**src/nrmc_pkg.sv**
```systemverilog
`timescale 1ns / 1ps
// ----------------------------------------------------------------------------
// NMEA RMC parser package
// Character codes, header text, fixed widths and the reciprocal constants
// shared by the parser front end and the conversion pipeline.
// ----------------------------------------------------------------------------
package nrmc_pkg;

  // Saturated integer part of a coordinate (ddmm, up to 99999).
  localparam int INT_W   = 17;
  localparam int INT_SAT = 99999;

  // Output field widths.
  localparam int COORD_W = 31;
  localparam int MAG_W   = 30;

  localparam logic [7:0] CH_DOLLAR = 8'h24;
  localparam logic [7:0] CH_COMMA  = 8'h2C;
  localparam logic [7:0] CH_DOT    = 8'h2E;
  localparam logic [7:0] CH_LF     = 8'h0A;
  localparam logic [7:0] CH_ZERO   = 8'h30;
  localparam logic [7:0] CH_NINE   = 8'h39;
  localparam logic [7:0] CH_A      = 8'h41;
  localparam logic [7:0] CH_S      = 8'h53;
  localparam logic [7:0] CH_W      = 8'h57;

  localparam int HDR_LEN = 6;

  // Field positions after the header.
  localparam logic [2:0] FLD_PAST   = 3'd0;
  localparam logic [2:0] FLD_STATUS = 3'd3;
  localparam logic [2:0] FLD_LAT    = 3'd4;
  localparam logic [2:0] FLD_LAT_HS = 3'd5;
  localparam logic [2:0] FLD_LON    = 3'd6;
  localparam logic [2:0] FLD_LON_HS = 3'd7;

  // floor(x / 100) = (x * RECIP100) >> 24, exact for x below 2^17.
  localparam logic [17:0] RECIP100 = 18'd167773;
  // floor(y / 15) = (y * RECIP15) >> 29, exact for y below 2^25.
  localparam logic [25:0] RECIP15  = 26'd35791395;

  // Header text "$GNRMC", one character per match position.
  function automatic logic [7:0] hdr_char(input logic [2:0] pos);
    logic [7:0] ch;
    unique case (pos)
      3'd0:    ch = CH_DOLLAR;
      3'd1:    ch = 8'h47;
      3'd2:    ch = 8'h4E;
      3'd3:    ch = 8'h52;
      3'd4:    ch = 8'h4D;
      3'd5:    ch = 8'h43;
      default: ch = 8'h00;
    endcase
    return ch;
  endfunction

  function automatic int pow10(input int n);
    int p;
    case (n)
      0:       p = 1;
      1:       p = 10;
      2:       p = 100;
      3:       p = 1000;
      4:       p = 10000;
      5:       p = 100000;
      6:       p = 1000000;
      default: p = 1;
    endcase
    return p;
  endfunction

endpackage

```
**src/nrmc_front.sv**
```systemverilog
`timescale 1ns / 1ps
// ----------------------------------------------------------------------------
// NMEA RMC parser front end
// Hunts for the header, tracks fields and accumulates the coordinate digits
// one character per cycle while rec_ready is high; pushes a sentence record at each closing line feed.
// ----------------------------------------------------------------------------
module nrmc_front import nrmc_pkg::*; #(
  parameter int MAX_SENTENCE = 80,
  parameter int FRAC_DIGITS  = 4,
  parameter int FRAC_W       = 14,
  parameter int REC_W        = 4 + 2 * (INT_W + FRAC_W)
) (
  input  logic             clk,
  input  logic             rst,
  input  logic             in_valid,
  output logic             in_ready,
  input  logic [7:0]       in_byte,
  output logic             rec_valid,
  input  logic             rec_ready,
  output logic [REC_W-1:0] rec
);

  logic              accept;
  logic [2:0]        hdr_pos;
  logic              in_sentence;
  logic [7:0]        sent_len;
  logic [2:0]        field_num;
  logic              first_char;
  logic              status_active;
  logic [INT_W-1:0]  lat_int, lon_int;
  logic [FRAC_W-1:0] lat_frac, lon_frac;
  logic              past_dot, scan_stop;
  logic [2:0]        frac_cnt;
  logic [1:0]        neg;

  // Shared number scanner for whichever coordinate field is open.
  logic [INT_W-1:0]  sel_int, scan_int_next;
  logic [FRAC_W-1:0] sel_frac, scan_frac_next;
  logic              past_dot_next, scan_stop_next;
  logic [2:0]        frac_cnt_next;
  logic [3:0]        digit;
  logic              is_digit;
  logic [19:0]       int_prod;
  logic              bad;
  logic              hemi_neg;

  assign in_ready = rec_ready;
  assign accept   = in_valid && in_ready;

  assign digit    = 4'(in_byte - CH_ZERO);
  assign is_digit = (in_byte >= CH_ZERO) && (in_byte <= CH_NINE);
  assign hemi_neg = (in_byte == CH_S) || (in_byte == CH_W);
  assign sel_int  = (field_num == FLD_LON) ? lon_int : lat_int;
  assign sel_frac = (field_num == FLD_LON) ? lon_frac : lat_frac;
  assign int_prod = 20'(sel_int) * 20'd10 + 20'(digit);

  always_comb begin
    scan_int_next  = sel_int;
    scan_frac_next = sel_frac;
    past_dot_next  = past_dot;
    scan_stop_next = scan_stop;
    frac_cnt_next  = frac_cnt;
    if (!scan_stop) begin
      if (in_byte == CH_DOT) begin
        if (past_dot) begin
          scan_stop_next = 1'b1;
        end else begin
          past_dot_next = 1'b1;
        end
      end else if (!is_digit) begin
        scan_stop_next = 1'b1;
      end else if (!past_dot) begin
        scan_int_next = (int_prod > 20'(INT_SAT)) ? INT_W'(INT_SAT) : int_prod[INT_W-1:0];
      end else if (frac_cnt < 3'(FRAC_DIGITS)) begin
        scan_frac_next = FRAC_W'(int'(sel_frac)
                         + int'(digit) * pow10(FRAC_DIGITS - 1 - int'(frac_cnt)));
        frac_cnt_next  = frac_cnt + 3'd1;
      end
    end
  end

  assign bad       = (sent_len < 8'd2) || (sent_len >= 8'(MAX_SENTENCE));
  assign rec_valid = accept && in_sentence && (in_byte == CH_LF);
  assign rec       = {neg, lon_frac, lon_int, lat_frac, lat_int, status_active, bad};

  always_ff @(posedge clk) begin
    if (rst) begin
      hdr_pos       <= '0;
      in_sentence   <= 1'b0;
      sent_len      <= '0;
      field_num     <= 3'd1;
      first_char    <= 1'b1;
      status_active <= 1'b0;
      lat_int       <= '0;
      lat_frac      <= '0;
      lon_int       <= '0;
      lon_frac      <= '0;
      past_dot      <= 1'b0;
      scan_stop     <= 1'b0;
      frac_cnt      <= '0;
      neg           <= 2'b01;
    end else if (accept) begin
      if (!in_sentence) begin
        if (in_byte == hdr_char(hdr_pos)) begin
          if (hdr_pos == 3'(HDR_LEN - 1)) begin
            // Full header seen: open a sentence with default field values.
            hdr_pos       <= '0;
            in_sentence   <= 1'b1;
            sent_len      <= 8'(HDR_LEN);
            field_num     <= 3'd1;
            first_char    <= 1'b1;
            status_active <= 1'b0;
            lat_int       <= '0;
            lat_frac      <= '0;
            lon_int       <= '0;
            lon_frac      <= '0;
            past_dot      <= 1'b0;
            scan_stop     <= 1'b0;
            frac_cnt      <= '0;
            neg           <= 2'b01;
          end else begin
            hdr_pos <= hdr_pos + 3'd1;
          end
        end else begin
          hdr_pos <= (in_byte == CH_DOLLAR) ? 3'd1 : 3'd0;
        end
      end else if (in_byte == CH_LF) begin
        in_sentence <= 1'b0;
        hdr_pos     <= '0;
      end else begin
        if (sent_len != 8'hFF) begin
          sent_len <= sent_len + 8'd1;
        end
        if (in_byte == CH_COMMA) begin
          if (field_num == FLD_LON_HS) begin
            field_num <= FLD_PAST;
          end else if (field_num != FLD_PAST) begin
            field_num <= field_num + 3'd1;
          end
          first_char <= 1'b1;
          past_dot   <= 1'b0;
          scan_stop  <= 1'b0;
          frac_cnt   <= '0;
        end else begin
          case (field_num)
            FLD_STATUS: begin
              if (first_char) begin
                status_active <= (in_byte == CH_A);
              end
            end
            FLD_LAT: begin
              lat_int   <= scan_int_next;
              lat_frac  <= scan_frac_next;
              past_dot  <= past_dot_next;
              scan_stop <= scan_stop_next;
              frac_cnt  <= frac_cnt_next;
            end
            FLD_LAT_HS: begin
              if (first_char) begin
                neg[0] <= hemi_neg;
              end
            end
            FLD_LON: begin
              lon_int   <= scan_int_next;
              lon_frac  <= scan_frac_next;
              past_dot  <= past_dot_next;
              scan_stop <= scan_stop_next;
              frac_cnt  <= frac_cnt_next;
            end
            FLD_LON_HS: begin
              if (first_char) begin
                neg[1] <= hemi_neg;
              end
            end
            default: begin
            end
          endcase
          first_char <= 1'b0;
        end
      end
    end
  end

endmodule

```
**src/nrmc_fifo.sv**
```systemverilog
`timescale 1ns / 1ps
// ----------------------------------------------------------------------------
// NMEA RMC record queue
// Small synchronous FIFO between the parser front end and the conversion
// pipeline.
// ----------------------------------------------------------------------------
module nrmc_fifo #(
  parameter int W     = 66,
  parameter int DEPTH = 4
) (
  input  logic         clk,
  input  logic         rst,
  input  logic         push,
  input  logic [W-1:0] push_data,
  output logic         full,
  input  logic         pop,
  output logic [W-1:0] pop_data,
  output logic         empty
);

  localparam int PW = $clog2(DEPTH);

  logic [W-1:0] mem [DEPTH];
  logic [PW-1:0] wr_ptr, rd_ptr;
  logic [PW:0]   count;
  logic          do_push, do_pop;

  assign full     = (count == (PW+1)'(DEPTH));
  assign empty    = (count == '0);
  assign do_push  = push && !full;
  assign do_pop   = pop && !empty;
  assign pop_data = mem[rd_ptr];

  always_ff @(posedge clk) begin
    if (do_push) begin
      mem[wr_ptr] <= push_data;
    end
  end

  always_ff @(posedge clk) begin
    if (rst) begin
      wr_ptr <= '0;
      rd_ptr <= '0;
      count  <= '0;
    end else begin
      if (do_push) begin
        wr_ptr <= (wr_ptr == PW'(DEPTH - 1)) ? '0 : wr_ptr + PW'(1);
      end
      if (do_pop) begin
        rd_ptr <= (rd_ptr == PW'(DEPTH - 1)) ? '0 : rd_ptr + PW'(1);
      end
      if (do_push && !do_pop) begin
        count <= count + (PW+1)'(1);
      end else if (do_pop && !do_push) begin
        count <= count - (PW+1)'(1);
      end
    end
  end

endmodule

```
**src/nrmc_back.sv**
```systemverilog
`timescale 1ns / 1ps
// ----------------------------------------------------------------------------
// NMEA RMC conversion pipeline
// Turns a sentence record into signed microdegrees over four stages and an
// output register; the whole pipeline advances when the output can move.
// ----------------------------------------------------------------------------
module nrmc_back import nrmc_pkg::*; #(
  parameter int FRAC_DIGITS = 4,
  parameter int FRAC_W      = 14,
  parameter int REC_W       = 4 + 2 * (INT_W + FRAC_W)
) (
  input  logic             clk,
  input  logic             rst,
  input  logic             rec_valid,
  output logic             rec_ready,
  input  logic [REC_W-1:0] rec,
  output logic             out_valid,
  input  logic             out_ready,
  output logic [63:0]      out_data
);

  logic              en;
  logic              v1, v2, v3, v4;
  logic              bad1, bad2, bad3, bad4;
  logic              stat1, stat2, stat3, stat4;
  logic [1:0]        neg1, neg2, neg3, neg4;

  logic [INT_W-1:0]  rin_int [2];
  logic [FRAC_W-1:0] rin_frac [2];
  logic [INT_W-1:0]  ip1 [2];
  logic [FRAC_W-1:0] fp1 [2], fp2 [2];
  logic [9:0]        deg1 [2], deg2 [2], deg3 [2], deg4 [2];
  logic [6:0]        rem2 [2];
  logic [24:0]       y3 [2];
  logic [20:0]       q4 [2];

  logic [34:0]       p100 [2];
  logic [16:0]       rdiff [2];
  logic [26:0]       m2 [2];
  logic [50:0]       p15 [2];
  logic [MAG_W-1:0]  mag [2];
  logic [COORD_W-1:0] coord [2];

  assign en        = !out_valid || out_ready;
  assign rec_ready = en;

  assign rin_int[0]  = rec[2 +: INT_W];
  assign rin_frac[0] = rec[2 + INT_W +: FRAC_W];
  assign rin_int[1]  = rec[2 + INT_W + FRAC_W +: INT_W];
  assign rin_frac[1] = rec[2 + 2*INT_W + FRAC_W +: FRAC_W];

  // Lane 0 is latitude, lane 1 longitude.
  always_comb begin
    for (int k = 0; k < 2; k++) begin
      p100[k]  = 35'(rin_int[k]) * 35'(RECIP100);
      rdiff[k] = 17'(ip1[k] - 17'(deg1[k]) * 17'd100);
      // minutes scaled to 10^-6 units, then (m2 + 30) / 60 as ((m2 + 30) >> 2) / 15
      m2[k]    = 27'(rem2[k]) * 27'd1000000
               + 27'(fp2[k]) * 27'(pow10(6 - FRAC_DIGITS));
      p15[k]   = 51'(y3[k]) * 51'(RECIP15);
      mag[k]   = 30'(deg4[k]) * 30'd1000000 + 30'(q4[k]);
      coord[k] = neg4[k] ? COORD_W'(-{1'b0, mag[k]}) : {1'b0, mag[k]};
    end
  end

  always_ff @(posedge clk) begin
    if (rst) begin
      v1        <= 1'b0;
      v2        <= 1'b0;
      v3        <= 1'b0;
      v4        <= 1'b0;
      out_valid <= 1'b0;
    end else if (en) begin
      v1        <= rec_valid;
      v2        <= v1;
      v3        <= v2;
      v4        <= v3;
      out_valid <= v4;
    end
  end

  always_ff @(posedge clk) begin
    if (en) begin
      bad1  <= rec[0];
      stat1 <= rec[1];
      neg1  <= rec[REC_W-1 -: 2];
      bad2  <= bad1;
      stat2 <= stat1;
      neg2  <= neg1;
      bad3  <= bad2;
      stat3 <= stat2;
      neg3  <= neg2;
      bad4  <= bad3;
      stat4 <= stat3;
      neg4  <= neg3;
      for (int k = 0; k < 2; k++) begin
        ip1[k]  <= rin_int[k];
        fp1[k]  <= rin_frac[k];
        deg1[k] <= p100[k][33:24];
        deg2[k] <= deg1[k];
        rem2[k] <= rdiff[k][6:0];
        fp2[k]  <= fp1[k];
        deg3[k] <= deg2[k];
        y3[k]   <= 25'((m2[k] + 27'd30) >> 2);
        deg4[k] <= deg3[k];
        q4[k]   <= p15[k][49:29];
      end
      out_data <= bad4 ? 64'd1
                       : {coord[1], coord[0], stat4, 1'b0};
    end
  end

endmodule

```
**src/nmea_rmc_position_parser_unit.sv**
```systemverilog
`timescale 1ns / 1ps
// ----------------------------------------------------------------------------
// NMEA RMC position parser
// Parses "$GNRMC" sentences from a byte stream into fix status and signed
// microdegree latitude and longitude, one result per line feed that closes a sentence.
// ----------------------------------------------------------------------------
// Throughput: one character per cycle while the record queue is not full.
// A result is offered on m_tvalid after the line feed transfer passes the queue write,
//   then four conversion stages and the output register.
// s_tready drops only when four results wait behind a stalled output.
// Reset (rst, synchronous, active high) returns to header search and empties
//   the queue and the pipeline; ready again in the next cycle.
module nmea_rmc_position_parser_unit import nrmc_pkg::*; #(
  parameter int MAX_SENTENCE = 80,
  parameter int FRAC_DIGITS  = 4
) (
  input  logic        clk,
  input  logic        rst,
  input  logic        s_tvalid,
  output logic        s_tready,
  input  logic [7:0]  s_tdata,   // [7:0] rx_byte
  output logic        m_tvalid,
  input  logic        m_tready,
  output logic [63:0] m_tdata    // [0] sentence_status, [1] fix_valid,
                                 // [32:2] latitude_microdeg, [63:33] longitude_microdeg
);

  // The fraction register holds up to FRAC_DIGITS decimal digits.
  localparam int FRAC_W = $clog2(10 ** FRAC_DIGITS);
  // Sentence record: length error, status, lat int/frac, lon int/frac, signs.
  localparam int REC_W  = 4 + 2 * (INT_W + FRAC_W);
  localparam int QDEPTH = 4;

  logic             push, full, empty, pop;
  logic [REC_W-1:0] push_rec, pop_rec;

  // The front end parses every character as it is transferred in; it only
  // waits when the record queue is full.
  nrmc_front #(
    .MAX_SENTENCE (MAX_SENTENCE),
    .FRAC_DIGITS  (FRAC_DIGITS),
    .FRAC_W       (FRAC_W),
    .REC_W        (REC_W)
  ) u_front (
    .clk       (clk),
    .rst       (rst),
    .in_valid  (s_tvalid),
    .in_ready  (s_tready),
    .in_byte   (s_tdata),
    .rec_valid (push),
    .rec_ready (!full),
    .rec       (push_rec)
  );

  // Finished sentences queue here so a stalled output does not hold up the
  // character stream.
  nrmc_fifo #(
    .W     (REC_W),
    .DEPTH (QDEPTH)
  ) u_fifo (
    .clk       (clk),
    .rst       (rst),
    .push      (push),
    .push_data (push_rec),
    .full      (full),
    .pop       (pop),
    .pop_data  (pop_rec),
    .empty     (empty)
  );

  // The back end converts ddmm.mmmm to microdegrees with reciprocal
  // multiplies in place of the divisions by 100 and by 60.
  nrmc_back #(
    .FRAC_DIGITS (FRAC_DIGITS),
    .FRAC_W      (FRAC_W),
    .REC_W       (REC_W)
  ) u_back (
    .clk       (clk),
    .rst       (rst),
    .rec_valid (!empty),
    .rec_ready (pop),
    .rec       (pop_rec),
    .out_valid (m_tvalid),
    .out_ready (m_tready),
    .out_data  (m_tdata)
  );

endmodule

```
**config.mk**
```make
export PLATFORM = sky130hd
export DESIGN_NAME = nmea_rmc_position_parser_unit
export DESIGN_NICKNAME = d
export VERILOG_FILES = /design/src/nrmc_pkg.sv /design/src/nrmc_front.sv /design/src/nrmc_fifo.sv /design/src/nrmc_back.sv /design/src/nmea_rmc_position_parser_unit.sv
export SDC_FILE = /design/constraint.sdc
export NUM_CORES = 2
export LEC_CHECK = 0
export ABC_AREA = 1
export BUFFER_PORTS_ARGS = -buffer_cell sky130_fd_sc_hd__buf_2
export CORE_UTILIZATION = 56
export DETAILED_ROUTE_END_ITERATION = 6
export PLACE_DENSITY = 0.75
export SLEW_MARGIN = 20
export SYNTH_ARGS = -nofsm -noshare
export SYNTH_HDL_FRONTEND = slang
export SYNTH_SLANG_ARGS = --single-unit
```
**constraint.sdc**
```tcl
create_clock -name clk -period 8.48 [get_ports clk]
set_input_delay 1.696 -clock clk [delete_from_list [all_inputs] [get_ports clk]]
set_output_delay 1.696 -clock clk [all_outputs]
set_load 0.01 [all_outputs]
```
==> reports/metrics.yaml <==
status: "completed"
grt_overflow: 0
rows: 127
vias: 49200
slew_viol_final: 0
syn_area_per_cell_sq_um: 9.27
stdcell_count: 9153
end_kind: "register"
rsz0062_at_grt: "no"
postCtsSetupBuffers: 0
start_util_pct: 56.8
holdWs_ns: 0.415
drcViolationCount: 0
final.setup.tns_ns: 0
cp_max_fo: 38
cp.arrival_ns: 7.26
htreeDepth: 3
mostFrequentLayoutCells: "inv_1, ha_1, nand2_1"
place_congestion: 0.938
cts_tree: "yes"
dp.cells: 9007
cpLargestDelayFamily: "adder cells"
slowest_stage: "fa_1"
finalSetupViolCount: 0
cts-buffers-inserted: 78
area_delta_synth_final_pct: 7.21
grt_pass1_vias: 49600
path_cells: "clkinv_2 > buf_4 > nand2_1 > a32oi_1 > fa_1 > inv_1 > fa_1 > inv_1 > fa_1 > inv_1 > fa_1 > inv_1 > fa_1 > fa_1 > ha_1 > a21oi_1 > o21ai_0 > a221oi_1 > o21ai_0 > a21oi_1 > o31ai_1 > xor2_1"
grt_use_total_pct: 24.3
drt-pass1-iter-count: 6
worst-setup-path-type: "register to register"
dieArea_sq_um: 124000
hpwl_um: 120000
critPathMaxStageDelay_ns: 0.67
die_y_um: 351
cts_resized: 0
antenna_found_initial: 0
final_util_pct: 60.9
worst_pin_slew_ns: 1.08
netlist_area_sq_um: 68400
clk_latency_ns: 0.67
startpoint_type: "register"
boundaryPins: 78
die_x_um: 351
grt_max_degree: 167
synthCells: 7377
period_share_pct: 80.9
finalHoldViolCount: 0
max-cap-violations: 0
slew_headroom_pct: 27.9
fin_skew_ns: 0.0236
cts.path.max_buffers: 3
layout_commonest_cell: "inv_1"
ys.warnings.count: 0
drt_iter0_drc: 3048
crit_required_ns: 8.88
cts_hold_buffers: 0
min_path_type: "register to register"
synth_enable_flop_cells: 600
routed_wirelength_um: 147000
timing.critical_path.buf_inv: 6
grt_pass1_wl_um: 243000
ys.flop_type: "edfxtp_1"
yosysSeqAreaShare_pct: 29.3
clk_pin_slew_ns: 0.06
place.port_buffers: 77
n_antenna_cell: 0
fin_crit_ns: 6.86
clockRootBuffer: "clkbuf_16"
drive_above_1_share_pct: 4.55
ant_nets: 0
clkSinkCount: 700
synth-seq-cells: 700
fmax_ghz: 0.146
ys_types: 68
crit_top_cell: "fa_1"
synthArstFlopShare_pct: 0
wl_per_cell_um: 16.0
fin_nets: 9195
core_sq_um: 120000
synth_nets: 9096
drt-vias-per-instance: 5.38
[layer usage]
layer | up-vias | share of wire, % | GRT usage, %
met5 | - | 0 | 0
met2 | 1016 | 48 | 42.0
met3 | 218 | 4.1 | 2.66
li1 | 24700 | - | -
met4 | 0 | 2.4 | 6.13
met1 | 23300 | 46 | 32.4
[kinds of logic after synthesis]
logic type	count (synthesis)	share of synthesized area, %
and+or+nand+nor	2012	12.5
buffers and inverters	1549	8.59
DFF	700	29.3
adders and majority gates	1707	36.9
xor gates and xnor gates	252	3.25
AOI/OAI and AO/OA	1157	9.53
[sequential cells by signal, summed over array words and instances, names as in the netlist, 3 cells and up, named ones only]
register           cells
u_front.lat_int       17
u_fifo.mem           264
u_back.fp1            28
u_back.y3             50
u_front.lon_frac      14
u_back.deg3           20
u_fifo.count           3
u_back.deg4           20
u_back.ip1            14
u_back.out_data       64
u_front.lat_frac      14
u_back.q4             42
u_front.sent_len       8
u_back.deg2           20
u_front.hdr_pos        3
u_back.deg1           20
u_front.field_num      3
u_back.fp2            28
u_front.frac_cnt       3
u_front.lon_int       17
u_back.rem2           14
[cell type report]
cell class                      instances  area (sq um)
Sequential cell                       700         20000
Fill cell                           10200         47100
Tap cell                             1612          2020
Clock inverter                         38           445
Clock buffer                          107          2130
Timing Repair Buffer                  112           706
Inverter                             1456          5470
Multi-Input combinational cell       5128         42500
[synthesized netlist by cell type (14+ instances only)]
library cell	n	area (sq um)
nor2_2	16	100
or2_2	15	93.8
a21oi_1	486	2430
a32oi_1	18	158
o21bai_1	18	135
ha_1	1192	14900
a211oi_1	19	143
o211ai_1	14	105
nand3_1	231	1160
nand3b_1	17	128
xor2_1	165	1450
nor4_1	15	93.8
o21ai_0	352	1760
a21o_1	15	113
nand2_2	17	106
clkbuf_1	70	263
nor3_1	82	410
nor2_1	512	1920
nand2_1	1003	3760
nand4_1	64	400
o21a_1	30	225
inv_1	1436	5390
a31oi_1	31	194
o22ai_1	45	282
dfxtp_1	100	2000
fa_1	515	10300
xnor2_1	85	744
o21ai_1	47	235
o31ai_1	16	120
edfxtp_1	600	18000
[metrics by stage]
stage | setup WS, ns | instance area (sq um)
final | 1.62 | 73300
after global routing | 1.15 | 73300
after CTS | 1.64 | 73300
after detailed placement | 1.66 | 70700
after global placement | 1.70 | 70700
after floorplan | 0.866 | 68400
[final timing paths]
path	from	end	slack, ns	cells past startpoint
worst max-delay path	register	u_back.deg1[0][17]	1.62	22
worst min-delay path	u_back.fp1[0][3]	u_back.fp2[0][3]	0.41	0
worst max register to register	register	u_back.deg1[0][17]	1.62	22
worst min register to register	u_back.fp1[0][3]	u_back.fp2[0][3]	0.41	0
[worst register-to-register path: stages, from the launching register on]
cell and delay [ns]:
dfxtp_4 0.36, clkinv_2 0.40, buf_4 0.43, nand2_1 0.10, a32oi_1 0.30, fa_1 0.67, inv_1 0.09, fa_1 0.53
inv_1 0.05, fa_1 0.52, inv_1 0.06, fa_1 0.54, inv_1 0.06, fa_1 0.50, fa_1 0.49, ha_1 0.33
a21oi_1 0.17, o21ai_0 0.13, a221oi_1 0.34, o21ai_0 0.13, a21oi_1 0.15, o31ai_1 0.10, xor2_1 0.15
Power is left out: the tool's default activity adds up to more than one toggle a clock period on the data nets, which glitch-free logic cannot reach.
